**src/hw/rtl/wadc_pkg.sv**
```systemverilog
// shared types, constants and register codes of the delta consistency monitor
`default_nettype none

package wadc_pkg;

   // field widths
   localparam int SAMPLE_BITS = 16;
   localparam int DELTA_W     = SAMPLE_BITS;
   localparam int SCORE_W     = 17;
   localparam int MEAN_W      = 24;
   localparam int NORM_W      = 16;
   localparam int HYST_W      = 16;
   localparam int COUNT_W     = 32;

   // window storage default
   localparam int MAX_WINDOW_DEFAULT = 64;

   // fixed point
   localparam int MEAN_FRAC  = 8;
   localparam int SCORE_FRAC = 16;
   localparam int HYST_FRAC  = 14;
   localparam logic [SCORE_W-1:0] SCORE_ONE = SCORE_W'(65536);

   // window and scoring limits
   localparam int MIN_WINDOW = 4;
   localparam int MIN_OBS    = 2;

   // configuration port
   localparam int CSR_INDEX_W = 3;
   localparam int CSR_DATA_W  = 17;
   localparam logic [CSR_INDEX_W-1:0] CSR_WINDOW_LENGTH     = 3'd0;
   localparam logic [CSR_INDEX_W-1:0] CSR_MIN_DELTAS        = 3'd1;
   localparam logic [CSR_INDEX_W-1:0] CSR_NORMALIZER        = 3'd2;
   localparam logic [CSR_INDEX_W-1:0] CSR_THRESHOLD         = 3'd3;
   localparam logic [CSR_INDEX_W-1:0] CSR_CLEAR_HYSTERESIS  = 3'd4;

   // register reset values
   localparam logic [6:0]         WINDOW_LENGTH_RESET = 7'd16;
   localparam logic [6:0]         MIN_DELTAS_RESET    = 7'd2;
   localparam logic [NORM_W-1:0]  NORMALIZER_RESET    = 16'd1024;
   localparam logic [SCORE_W-1:0] THRESHOLD_RESET     = 17'd32768;
   localparam logic [HYST_W-1:0]  HYSTERESIS_RESET    = 16'd16384;

   // op codes
   localparam logic OP_RECORD = 1'b0;
   localparam logic OP_CLEAR  = 1'b1;

   typedef struct packed {
      logic                          op;
      logic signed [SAMPLE_BITS-1:0] sample;
   } req_type;

   typedef struct packed {
      logic [SCORE_W-1:0] score;
      logic [MEAN_W-1:0]  mean_abs_delta;
      logic               score_updated;
      logic               inconsistent;
      logic               went_inconsistent;
      logic               recovered;
      logic [COUNT_W-1:0] event_count;
      logic [COUNT_W-1:0] record_count;
   } rsp_type;

   typedef struct packed {
      logic               clear;
      logic               fetch;
      logic               push;
      logic [DELTA_W-1:0] delta;
   } ring_cmd_type;

endpackage

`default_nettype wire

```
**src/hw/rtl/wadc_delta_ring.sv**
```systemverilog
// delta ring memory with head pointer, fill count and running sum
`default_nettype none

module wadc_delta_ring #(
   parameter int MAX_WINDOW = wadc_pkg::MAX_WINDOW_DEFAULT
) (
   input  wire logic                                                clock,
   input  wire logic                                                reset,
   input  wire wadc_pkg::ring_cmd_type                              cmd,
   input  wire logic [$clog2(MAX_WINDOW+1)-1:0]                     win,
   output logic      [$clog2(MAX_WINDOW+1)-1:0]                     fill,
   output logic      [wadc_pkg::DELTA_W+$clog2(MAX_WINDOW+1)-1:0]   sum
);

   localparam int HEAD_W = $clog2(MAX_WINDOW);
   localparam int WIN_W  = $clog2(MAX_WINDOW + 1);
   localparam int SUM_W  = wadc_pkg::DELTA_W + WIN_W;

   logic [wadc_pkg::DELTA_W-1:0] ring_ff [MAX_WINDOW];
   logic [wadc_pkg::DELTA_W-1:0] rdata_ff;

   logic [HEAD_W-1:0] head_ff, head_in;
   logic [WIN_W-1:0]  fill_ff, fill_in;
   logic [SUM_W-1:0]  sum_ff, sum_in;

   logic [wadc_pkg::DELTA_W-1:0] old_delta;
   logic [WIN_W-1:0]             head_inc;

   // entries at or past the fill are not cleared, so they are read as zero
   always_comb begin
      old_delta = (fill_ff < win) ? '0 : rdata_ff;
      sum_in    = sum_ff - SUM_W'(old_delta) + SUM_W'(cmd.delta);
      head_inc  = WIN_W'(head_ff) + WIN_W'(1);
      head_in   = (head_inc >= win) ? '0 : HEAD_W'(head_inc);
      fill_in   = (fill_ff < win) ? fill_ff + WIN_W'(1) : fill_ff;
   end

   always_ff @(posedge clock) begin
      if (cmd.fetch) begin
         rdata_ff <= ring_ff[head_ff];
      end
      if (cmd.push) begin
         ring_ff[head_ff] <= cmd.delta;
      end
   end

   always_ff @(posedge clock) begin
      if (reset || cmd.clear) begin
         head_ff <= '0;
         fill_ff <= '0;
         sum_ff  <= '0;
      end else if (cmd.push) begin
         head_ff <= head_in;
         fill_ff <= fill_in;
         sum_ff  <= sum_in;
      end
   end

   assign fill = fill_ff;
   assign sum  = sum_ff;

endmodule

`default_nettype wire

```
**src/hw/rtl/wadc_serial_div.sv**
```systemverilog
// radix-2 restoring divider, one quotient bit per cycle
`default_nettype none

module wadc_serial_div #(
   parameter int DIV_W  = 32,
   parameter int DIVR_W = 16
) (
   input  wire logic              clock,
   input  wire logic              reset,
   input  wire logic              start,
   input  wire logic [DIV_W-1:0]  dividend,
   input  wire logic [DIVR_W-1:0] divisor,
   output logic                   done,
   output logic      [DIV_W-1:0]  quotient
);

   localparam int CNT_W = $clog2(DIV_W);

   logic              busy_ff;
   logic              done_ff;
   logic [CNT_W-1:0]  cnt_ff;
   logic [DIV_W-1:0]  quo_ff, quo_in;
   logic [DIVR_W-1:0] rem_ff, rem_in;
   logic [DIVR_W-1:0] dvs_ff;

   logic [DIVR_W:0]   trial;
   logic [DIVR_W:0]   trial_sub;
   logic              fits;

   // dividend bits shift out at the top while quotient bits shift in below
   always_comb begin
      trial     = {rem_ff, quo_ff[DIV_W-1]};
      fits      = trial >= {1'b0, dvs_ff};
      trial_sub = trial - {1'b0, dvs_ff};
      rem_in    = fits ? trial_sub[DIVR_W-1:0] : trial[DIVR_W-1:0];
      quo_in    = {quo_ff[DIV_W-2:0], fits};
   end

   always_ff @(posedge clock) begin
      if (reset) begin
         busy_ff <= 1'b0;
         done_ff <= 1'b0;
      end else begin
         done_ff <= 1'b0;
         if (start) begin
            busy_ff <= 1'b1;
            cnt_ff  <= CNT_W'(DIV_W - 1);
            quo_ff  <= dividend;
            rem_ff  <= '0;
            dvs_ff  <= divisor;
         end else if (busy_ff) begin
            quo_ff <= quo_in;
            rem_ff <= rem_in;
            cnt_ff <= cnt_ff - CNT_W'(1);
            if (cnt_ff == '0) begin
               busy_ff <= 1'b0;
               done_ff <= 1'b1;
            end
         end
      end
   end

   assign done     = done_ff;
   assign quotient = quo_ff;

endmodule

`default_nettype wire

```
**src/hw/rtl/windowed_abs_delta_consistency_monitor_unit.sv**
```systemverilog
// top level of the windowed absolute delta consistency monitor
// sequence: a clear op or seeding sample goes from accept straight to the result push;
//   an unscored sample first passes update and check, and a scored sample then also runs
//   the shared bit-serial divider for the mean and then the ratio, one quotient bit a cycle
// flow: one beat at a time, requests stall until the result is loaded, longer while rsp_stall holds the result
// reset: synchronous; ring contents are gated by the fill count, no clearing pass
`default_nettype none

module windowed_abs_delta_consistency_monitor_unit #(
   parameter int MAX_WINDOW = wadc_pkg::MAX_WINDOW_DEFAULT
) (
   input  wire logic                                 clock,
   input  wire logic                                 reset,
   // request channel
   input  wire logic                                 req_valid,
   output logic                                      req_stall,
   input  wire wadc_pkg::req_type                    req_data,
   // result channel
   output logic                                      rsp_valid,
   input  wire logic                                 rsp_stall,
   output wadc_pkg::rsp_type                         rsp_data,
   // configuration write port
   input  wire logic                                 csr_we,
   input  wire logic [wadc_pkg::CSR_INDEX_W-1:0]     csr_index,
   input  wire logic [wadc_pkg::CSR_DATA_W-1:0]      csr_wdata
);

   localparam int WIN_W  = $clog2(MAX_WINDOW + 1);
   localparam int SUM_W  = wadc_pkg::DELTA_W + WIN_W;
   // divider sized for the larger of the two divisions
   localparam int DIV_W  = (SUM_W + wadc_pkg::MEAN_FRAC > 32) ?
                           SUM_W + wadc_pkg::MEAN_FRAC : 32;
   localparam int DIVR_W = (WIN_W > wadc_pkg::NORM_W) ? WIN_W : wadc_pkg::NORM_W;
   localparam int PROD_W = wadc_pkg::SCORE_W + wadc_pkg::HYST_W;
   localparam int CMP_W  = PROD_W + 1;
   localparam int SB     = wadc_pkg::SAMPLE_BITS;

   typedef enum logic [2:0] {
      S_IDLE,
      S_UPDATE,
      S_CHECK,
      S_DIV_MEAN,
      S_DIV_RATIO,
      S_PUSH
   } state_type;

   // configuration registers
   logic [6:0]                      window_length_ff;
   logic [6:0]                      min_deltas_ff;
   logic [wadc_pkg::NORM_W-1:0]     normalizer_ff;
   logic [wadc_pkg::SCORE_W-1:0]    threshold_ff;
   logic [wadc_pkg::HYST_W-1:0]     hysteresis_ff;
   logic [PROD_W-1:0]               recover_level_ff;

   // monitor state
   state_type                       state_ff;
   logic signed [SB-1:0]            prev_sample_ff;
   logic                            seeded_ff;
   logic [wadc_pkg::SCORE_W-1:0]    last_score_ff;
   logic [wadc_pkg::MEAN_W-1:0]     last_mean_ff;
   logic                            was_inconsistent_ff;
   logic [wadc_pkg::COUNT_W-1:0]    onset_count_ff;
   logic [wadc_pkg::COUNT_W-1:0]    record_count_ff;
   logic                            updated_ff;
   logic                            rise_ff;
   logic                            recov_ff;
   logic                            rsp_valid_ff;

   // payload registers
   logic [wadc_pkg::DELTA_W-1:0]    delta_ff;
   wadc_pkg::rsp_type               rsp_data_ff;

   // combinational
   logic                            req_accept;
   logic                            csr_hit;
   logic                            rsp_load;
   logic [WIN_W-1:0]                win;
   logic [31:0]                     wl_ext;
   logic [31:0]                     minobs;
   logic                            enough;
   logic [wadc_pkg::NORM_W-1:0]     norm_eff;
   logic signed [SB:0]              diff;
   logic [SB:0]                     diff_neg;
   logic [wadc_pkg::DELTA_W-1:0]    delta_abs;
   logic [wadc_pkg::SCORE_W-1:0]    score_new;
   logic                            now_inconsistent;
   logic                            recover_margin;

   wadc_pkg::ring_cmd_type          ring_cmd;
   logic [WIN_W-1:0]                ring_fill;
   logic [SUM_W-1:0]                ring_sum;

   logic                            div_start;
   logic [DIV_W-1:0]                div_dividend;
   logic [DIVR_W-1:0]               div_divisor;
   logic                            div_done;
   logic [DIV_W-1:0]                div_quotient;

   assign req_accept = req_valid && (state_ff == S_IDLE);
   assign req_stall  = (state_ff != S_IDLE);
   // result register frees up when empty or when its beat is taken
   assign rsp_load   = (state_ff == S_PUSH) && (!rsp_valid_ff || !rsp_stall);

   // only listed registers are stored, and only they clear the state
   always_comb begin
      unique case (csr_index)
         wadc_pkg::CSR_WINDOW_LENGTH,
         wadc_pkg::CSR_MIN_DELTAS,
         wadc_pkg::CSR_NORMALIZER,
         wadc_pkg::CSR_THRESHOLD,
         wadc_pkg::CSR_CLEAR_HYSTERESIS: csr_hit = csr_we;
         default:                        csr_hit = 1'b0;
      endcase
   end

   // effective window clamped to [4, MAX_WINDOW]
   always_comb begin
      wl_ext = 32'(window_length_ff);
      if (wl_ext < 32'(wadc_pkg::MIN_WINDOW)) begin
         win = WIN_W'(wadc_pkg::MIN_WINDOW);
      end else if (wl_ext > 32'(MAX_WINDOW)) begin
         win = WIN_W'(MAX_WINDOW);
      end else begin
         win = WIN_W'(window_length_ff);
      end
   end

   // scoring starts once the fill reaches max(2, minimum delta count)
   always_comb begin
      minobs = (32'(min_deltas_ff) > 32'(wadc_pkg::MIN_OBS)) ?
               32'(min_deltas_ff) : 32'(wadc_pkg::MIN_OBS);
      enough = 32'(ring_fill) >= minobs;
   end

   assign norm_eff = (normalizer_ff == '0) ? wadc_pkg::NORM_W'(1) : normalizer_ff;

   // absolute delta, one bit wider for the signed difference
   always_comb begin
      diff      = {req_data.sample[SB-1], req_data.sample} -
                  {prev_sample_ff[SB-1], prev_sample_ff};
      diff_neg  = -diff;
      delta_abs = diff[SB] ? diff_neg[SB-1:0] : diff[SB-1:0];
   end

   // ring commands
   always_comb begin
      ring_cmd.clear = csr_hit || (req_accept && (req_data.op == wadc_pkg::OP_CLEAR));
      ring_cmd.fetch = req_accept;
      ring_cmd.push  = (state_ff == S_UPDATE);
      ring_cmd.delta = delta_ff;
   end

   // divider operands: sum by fill, then mean by normalizer
   always_comb begin
      div_start    = 1'b0;
      div_dividend = DIV_W'(ring_sum) << wadc_pkg::MEAN_FRAC;
      div_divisor  = DIVR_W'(ring_fill);
      if (state_ff == S_CHECK) begin
         div_start = enough;
      end else if (state_ff == S_DIV_MEAN) begin
         div_start    = div_done;
         div_dividend = DIV_W'(div_quotient[wadc_pkg::MEAN_W-1:0]) << wadc_pkg::MEAN_FRAC;
         div_divisor  = DIVR_W'(norm_eff);
      end
   end

   // score from the ratio quotient, floored at zero
   always_comb begin
      if (|div_quotient[DIV_W-1:wadc_pkg::SCORE_FRAC]) begin
         score_new = '0;
      end else begin
         score_new = wadc_pkg::SCORE_ONE -
                     wadc_pkg::SCORE_W'(div_quotient[wadc_pkg::SCORE_FRAC-1:0]);
      end
      now_inconsistent = score_new < threshold_ff;
      recover_margin   = (CMP_W'(score_new) << wadc_pkg::HYST_FRAC) >
                         CMP_W'(recover_level_ff);
   end

   wadc_delta_ring #(
      .MAX_WINDOW (MAX_WINDOW)
   ) u_ring (
      .clock (clock),
      .reset (reset),
      .cmd   (ring_cmd),
      .win   (win),
      .fill  (ring_fill),
      .sum   (ring_sum)
   );

   wadc_serial_div #(
      .DIV_W  (DIV_W),
      .DIVR_W (DIVR_W)
   ) u_div (
      .clock    (clock),
      .reset    (reset),
      .start    (div_start),
      .dividend (div_dividend),
      .divisor  (div_divisor),
      .done     (div_done),
      .quotient (div_quotient)
   );

   // configuration registers
   always_ff @(posedge clock) begin
      if (reset) begin
         window_length_ff <= wadc_pkg::WINDOW_LENGTH_RESET;
         min_deltas_ff    <= wadc_pkg::MIN_DELTAS_RESET;
         normalizer_ff    <= wadc_pkg::NORMALIZER_RESET;
         threshold_ff     <= wadc_pkg::THRESHOLD_RESET;
         hysteresis_ff    <= wadc_pkg::HYSTERESIS_RESET;
      end else if (csr_we) begin
         unique case (csr_index)
            wadc_pkg::CSR_WINDOW_LENGTH:    window_length_ff <= csr_wdata[6:0];
            wadc_pkg::CSR_MIN_DELTAS:       min_deltas_ff    <= csr_wdata[6:0];
            wadc_pkg::CSR_NORMALIZER:       normalizer_ff    <= csr_wdata[wadc_pkg::NORM_W-1:0];
            wadc_pkg::CSR_THRESHOLD:        threshold_ff     <= csr_wdata[wadc_pkg::SCORE_W-1:0];
            wadc_pkg::CSR_CLEAR_HYSTERESIS: hysteresis_ff    <= csr_wdata[wadc_pkg::HYST_W-1:0];
            default: ;
         endcase
      end
   end

   // recovery level follows the registers in the next cycle, long before any score
   always_ff @(posedge clock) begin
      recover_level_ff <= PROD_W'(threshold_ff) * PROD_W'(hysteresis_ff);
   end

   // sequencer and monitor state
   always_ff @(posedge clock) begin
      if (reset) begin
         state_ff            <= S_IDLE;
         prev_sample_ff      <= '0;
         seeded_ff           <= 1'b0;
         last_score_ff       <= wadc_pkg::SCORE_ONE;
         last_mean_ff        <= '0;
         was_inconsistent_ff <= 1'b0;
         onset_count_ff      <= '0;
         record_count_ff     <= '0;
         updated_ff          <= 1'b0;
         rise_ff             <= 1'b0;
         recov_ff            <= 1'b0;
         rsp_valid_ff        <= 1'b0;
      end else begin
         // a new result replaces the taken one in the same cycle
         if (rsp_load) begin
            rsp_valid_ff <= 1'b1;
         end else if (rsp_valid_ff && !rsp_stall) begin
            rsp_valid_ff <= 1'b0;
         end
         if (csr_hit) begin
            // config write clears like the clear op, without a result
            prev_sample_ff      <= '0;
            seeded_ff           <= 1'b0;
            last_score_ff       <= wadc_pkg::SCORE_ONE;
            last_mean_ff        <= '0;
            was_inconsistent_ff <= 1'b0;
            onset_count_ff      <= '0;
            record_count_ff     <= '0;
         end
         unique case (state_ff)
            S_IDLE: begin
               if (req_accept) begin
                  updated_ff <= 1'b0;
                  rise_ff    <= 1'b0;
                  recov_ff   <= 1'b0;
                  if (req_data.op == wadc_pkg::OP_CLEAR) begin
                     prev_sample_ff      <= '0;
                     seeded_ff           <= 1'b0;
                     last_score_ff       <= wadc_pkg::SCORE_ONE;
                     last_mean_ff        <= '0;
                     was_inconsistent_ff <= 1'b0;
                     onset_count_ff      <= '0;
                     record_count_ff     <= '0;
                     state_ff            <= S_PUSH;
                  end else begin
                     if (record_count_ff != '1) begin
                        record_count_ff <= record_count_ff + wadc_pkg::COUNT_W'(1);
                     end
                     prev_sample_ff <= req_data.sample;
                     seeded_ff      <= 1'b1;
                     // first sample after a clear only seeds
                     state_ff       <= seeded_ff ? S_UPDATE : S_PUSH;
                  end
               end
            end
            S_UPDATE: begin
               state_ff <= S_CHECK;
            end
            S_CHECK: begin
               state_ff <= enough ? S_DIV_MEAN : S_PUSH;
            end
            S_DIV_MEAN: begin
               if (div_done) begin
                  last_mean_ff <= div_quotient[wadc_pkg::MEAN_W-1:0];
                  state_ff     <= S_DIV_RATIO;
               end
            end
            S_DIV_RATIO: begin
               if (div_done) begin
                  last_score_ff       <= score_new;
                  updated_ff          <= 1'b1;
                  was_inconsistent_ff <= now_inconsistent;
                  if (now_inconsistent && !was_inconsistent_ff) begin
                     rise_ff <= 1'b1;
                     if (onset_count_ff != '1) begin
                        onset_count_ff <= onset_count_ff + wadc_pkg::COUNT_W'(1);
                     end
                  end else if (!now_inconsistent && was_inconsistent_ff && recover_margin) begin
                     recov_ff <= 1'b1;
                  end
                  state_ff <= S_PUSH;
               end
            end
            S_PUSH: begin
               if (rsp_load) begin
                  state_ff <= S_IDLE;
               end
            end
            default: begin
               state_ff <= S_IDLE;
            end
         endcase
      end
   end

   // delta and result payload
   always_ff @(posedge clock) begin
      if (req_accept) begin
         delta_ff <= delta_abs;
      end
      if (rsp_load) begin
         rsp_data_ff.score             <= last_score_ff;
         rsp_data_ff.mean_abs_delta    <= last_mean_ff;
         rsp_data_ff.score_updated     <= updated_ff;
         rsp_data_ff.inconsistent      <= was_inconsistent_ff;
         rsp_data_ff.went_inconsistent <= rise_ff;
         rsp_data_ff.recovered         <= recov_ff;
         rsp_data_ff.event_count       <= onset_count_ff;
         rsp_data_ff.record_count      <= record_count_ff;
      end
   end

   assign rsp_valid = rsp_valid_ff;
   assign rsp_data  = rsp_data_ff;

`ifndef NO_ASSERTIONS
   // an accepted beat holds off the next one
   a_accept_blocks: assert property (@(posedge clock) disable iff (reset)
      (req_valid && !req_stall) |=> req_stall)
      else $error("req beat accepted without stalling the next");

   // divider finishes only while the sequencer waits for it
   a_div_done_state: assert property (@(posedge clock) disable iff (reset)
      div_done |-> (state_ff == S_DIV_MEAN || state_ff == S_DIV_RATIO))
      else $error("divider done outside a division state");

   // an onset pulse comes with a fresh score and a raised flag
   a_onset_flags: assert property (@(posedge clock) disable iff (reset)
      (rsp_valid && rsp_data.went_inconsistent) |->
         (rsp_data.inconsistent && rsp_data.score_updated && !rsp_data.recovered))
      else $error("onset pulse without score update or flag");

   // a recovery pulse comes with a fresh score and a cleared flag
   a_recover_flags: assert property (@(posedge clock) disable iff (reset)
      (rsp_valid && rsp_data.recovered) |->
         (!rsp_data.inconsistent && rsp_data.score_updated))
      else $error("recovery pulse without score update or with flag set");
`endif

endmodule

`default_nettype wire

```
**config.mk**
```make
export PLATFORM = sky130hd
export DESIGN_NAME = windowed_abs_delta_consistency_monitor_unit
export DESIGN_NICKNAME = d
export VERILOG_FILES = /design/src/hw/rtl/wadc_pkg.sv /design/src/hw/rtl/wadc_delta_ring.sv /design/src/hw/rtl/wadc_serial_div.sv /design/src/hw/rtl/windowed_abs_delta_consistency_monitor_unit.sv
export SDC_FILE = /design/constraint.sdc
export NUM_CORES = 2
export LEC_CHECK = 0
export CAP_MARGIN = 20
export CORE_MARGIN = 5
export CORE_UTILIZATION = 45
export DETAILED_ROUTE_END_ITERATION = 7
export DONT_BUFFER_PORTS = 1
export PLACE_DENSITY = 0.58
export SYNTH_ARGS = -nofsm -noshare
export SYNTH_HDL_FRONTEND = slang
export SYNTH_HIERARCHICAL = 1
export SYNTH_SLANG_ARGS = --single-unit
export TNS_END_PERCENT = 10
```
**constraint.sdc**
```tcl
create_clock -name clock -period 10.3 [get_ports clock]
set_input_delay 0.515 -clock clock [delete_from_list [all_inputs] [get_ports clock]]
set_output_delay 0.515 -clock clock [all_outputs]
set_load 0.03 [all_outputs]
```
==> flow_metrics.tcl <==
set metrics [dict create \
    status "finished clean" \
    tightestPinTransition_ns 1.158 \
    power_density_nw_per_um2 189.2 \
    cp_cell_sequence "nand2_1 -> fa_1 -> inv_1 -> fa_1 -> fa_1 -> fa_1 -> fa_1 -> inv_1 -> fa_1 -> inv_1 -> ha_1 -> nand2_1 -> nor2_1 -> and3_1 -> nand4_1 -> a31oi_1 -> a21oi_1 -> o311ai_0 -> o21ai_0 -> xnor2_1" \
    final_cell_mix "edfxtp_1, nand2_1, nor2_1" \
    startpoint_type "flop" \
    drt-initial-drc-count 4259 \
    start_util_pct 45.35 \
    multi_input_area_sq_um 26820 \
    cp_slowest_cell "dfxtp_1" \
    leakagePower_nw 28.30 \
    track_usage_pct 23.28 \
    report.final.slew_viol_count 0 \
    postCtsSetupBuffers 0 \
    hold_viol 0 \
    rsz0062_at_grt "no" \
    cts_buffers 158 \
    routed_wl_um 197900 \
    rows 146 \
    die-area_sq_um 168100 \
    netlist.area_leader.share_pct 51.47 \
    setup_viol 0 \
    dr.pass1.iters 6 \
    via_count 45740 \
    drive_gt1_share_pct 11.10 \
    grt_pass1_wl_um 296900 \
    final_common_cell "edfxtp_1" \
    final_cells 7844 \
    max_slew_margin_pct 22.56 \
    worst_path_most_repeated_cell "fa_1" \
    seqCellArea_sq_um 42350 \
    required_ns 11.00 \
    synth_ff_type "edfxtp_1" \
    cts_max_path_buffers 3 \
    pre_cts_slack_ns 3.713 \
    syn_area_per_cell_sq_um 12.89 \
    max_stage_delay_ns 0.82 \
    fin_crit_sh_pct 64.83 \
    finalSetupTns_ns 0 \
    finalWeightedCongestion 0.8880 \
    fillers 13670 \
    dp_cells 7517 \
    synth-edff-count 1234 \
    layout_setup_ws_ns 3.623 \
    hp-class "primary input to flop" \
    ys_async_sr_fraction_pct 0 \
    fmax_mhz 149.8 \
    period_minus_slack_ns 6.677 \
    reg2regPathDepth 20 \
    critPathMaxFanout 18 \
    num_io_pins 153 \
    grt-ovfl-total 0 \
    die-width_um 410.0 \
    end_kind "flop" \
    drv_cap 0 \
    cts_tree "built" \
    yosysTopAreaCell "edfxtp_1" \
    synth_area_sq_um 71990 \
    crit_end "recover_level_ff[32]$_DFF_P_" \
    root_buffer "clkbuf_16" \
    synth-seq-cells 1498 \
    wl_per_cell_um 25.23 \
    yosys_warnings 6 \
    area_growth_pct 11.13 \
    drtAntennaViolNets 0 \
    portBuffers 0 \
    crit_arrival_ns 7.37 \
    ctsResizeCount 0 \
    skew_ns 0.03784 \
    path_class "flop to flop" \
    reg2reg_from "threshold_ff[10]$_SDFFE_PP0P_" \
    viasPerCell 5.832 \
    final_nets 6135 \
    fp.dieH_um 410.0 \
    synth_cell_types 102 \
    cts.clk_slew.worst_paths_ns 0.06 \
    ys_seq_area_share_pct 58.82 \
    core-area_sq_um 158700 \
    reg2reg_setup_slack_ns 3.62 \
    r2r-end "recover_level_ff[32]$_DFF_P_" \
    crit_path_start "threshold_ff[10]$_SDFFE_PP0P_" \
    hold_buffers 40 \
    hpwl_um 123600 \
    synthTopCellsByArea "edfxtp_1, dfxtp_1, fa_1, ha_1, mux4_2" \
    clk_latency_ns 0.78 \
    cts_max_level 4 \
    vdd_drop_max_uv 183.3 \
    synthCells 5583 \
    first_global_vias 45400 \
    antenna_found_initial 5 \
    drc 0 \
    cts_sinks 1498 \
    grt_max_degree 167 \
]
synth_stat cells (16+ instances only):
cell         n
buf_6       23
mux4_2      96
buf_4       30
dfxtp_1    264
ha_1       220
fa_1       226
nor4_1      24
buf_1       16
o21ai_0    131
a21oi_1    282
a22oi_1    150
and3_1      34
nand2b_1    28
buf_2       49
and2_1     156
mux2_2      99
mux2i_1    138
a211oi_1    40
nand4_1     33
inv_1      406
a22o_1      28
o22ai_1     58
a221oi_1    97
nand3_1     69
nor2b_1     56
nor3_1      62
xnor2_1     64
clkbuf_1   166
a21o_1      39
nand2_1    517
nor2_1     432
xor2_1      35
edfxtp_1  1234
or4_1       18
metrics by stage:
step	power, mW	hold WS [ns]	utilization [%]	instance area, sq um
finish	15.13	0.1044	50.39	80000
global placement	9.477	0.4128	46.84	74360
detailed placement	9.507	0.4181	46.86	74390
global route	15.70	0.07427	50.39	79990
floorplan	8.744	0.4064	-	72020
CTS	15.23	0.005070	50.37	79960
final cells by class:
type	instances	area share, %
inverters	408	1.914
flip-flops and latches	1498	52.94
multi-input cells	3398	33.52
repair buffers	183	1.927
clock inverters	86	1.193
clock buffers	195	5.249
diodes	4	0.01251
well taps	2072	3.241
critical path: cells and delay by family, from the launching register on:
kind,cells,cell delay [ns]
simple gates,5,0.83
flops,1,0.82
xor+xnor,1,0.21
compound gates,4,1.14
fa+ha+maj,7,3.45
buf+inv,3,0.17
how the worst min path moves through the flow:
stage,startpoint,endpoint,slack (ns),cells after the start
3_5_place_dp,last_score_ff[16]$_SDFF_PP1_,rsp_data[108]$_DFFE_PP_,0.42,0
2_1_floorplan,onset_count_ff[6]$_SDFF_PP0_,rsp_data[38]$_DFFE_PP_,0.41,0
5_1_grt,rsp_stall,rsp_data[26]$_DFFE_PP_,0.07,1
4_1_cts,csr_index[1],hysteresis_ff[4]$_SDFFE_PP0P_,0.005,3
6_report,rsp_stall,rsp_data[24]$_DFFE_PP_,0.10,1
3_3_place_gp,last_score_ff[16]$_SDFF_PP1_,rsp_data[108]$_DFFE_PP_,0.41,0
registers in the layout (all words and copies together) (netlist names), 16 cells and up:
name	count
prev_sample_ff	16
threshold_ff	17
onset_count_ff	32
u_div/rem_ff	16
u_ring/sum	23
u_div/dvs_ff	16
u_div/quotient	32
hysteresis_ff	16
delta_ff	16
u_ring/ring_ff	1024
normalizer_ff	16
rsp_data	109
recover_level_ff	33
last_mean_ff	24
u_ring/rdata_ff	16
record_count_ff	32
last_score_ff	17
routing by layer:
layer  track usage, %  part of all wire [%]
met1            32.24                    43
met2            37.88                    47
met3            3.349                   6.9
met4            8.028                   3.6
met5                0                0.0051
power by group:
group / total (mW) / internal, mW / switching, mW
clock: 5.71 / 3.31 / 2.40
sequential: 7.26 / 7.05 / 0.218
combinational: 2.16 / 0.634 / 1.53
total: 15.1 / 11.0 / 4.15
cells by family (layout without fill, tap and decap cells):
logic type      Yosys count  after routing  synth area share [%]
simple gates           1501           1501                 9.679
flops                  1498           1498                 58.82
compound gates         1011           1011                 9.599
buf+inv                 694            872                 4.117
fa+ha+maj               446            446                 10.11
mux                     333            333                 6.471
xor+xnor                 99             99                 1.204
other cells               1             12              0.005209
Note: power is estimated with default switching activity, not from simulation.
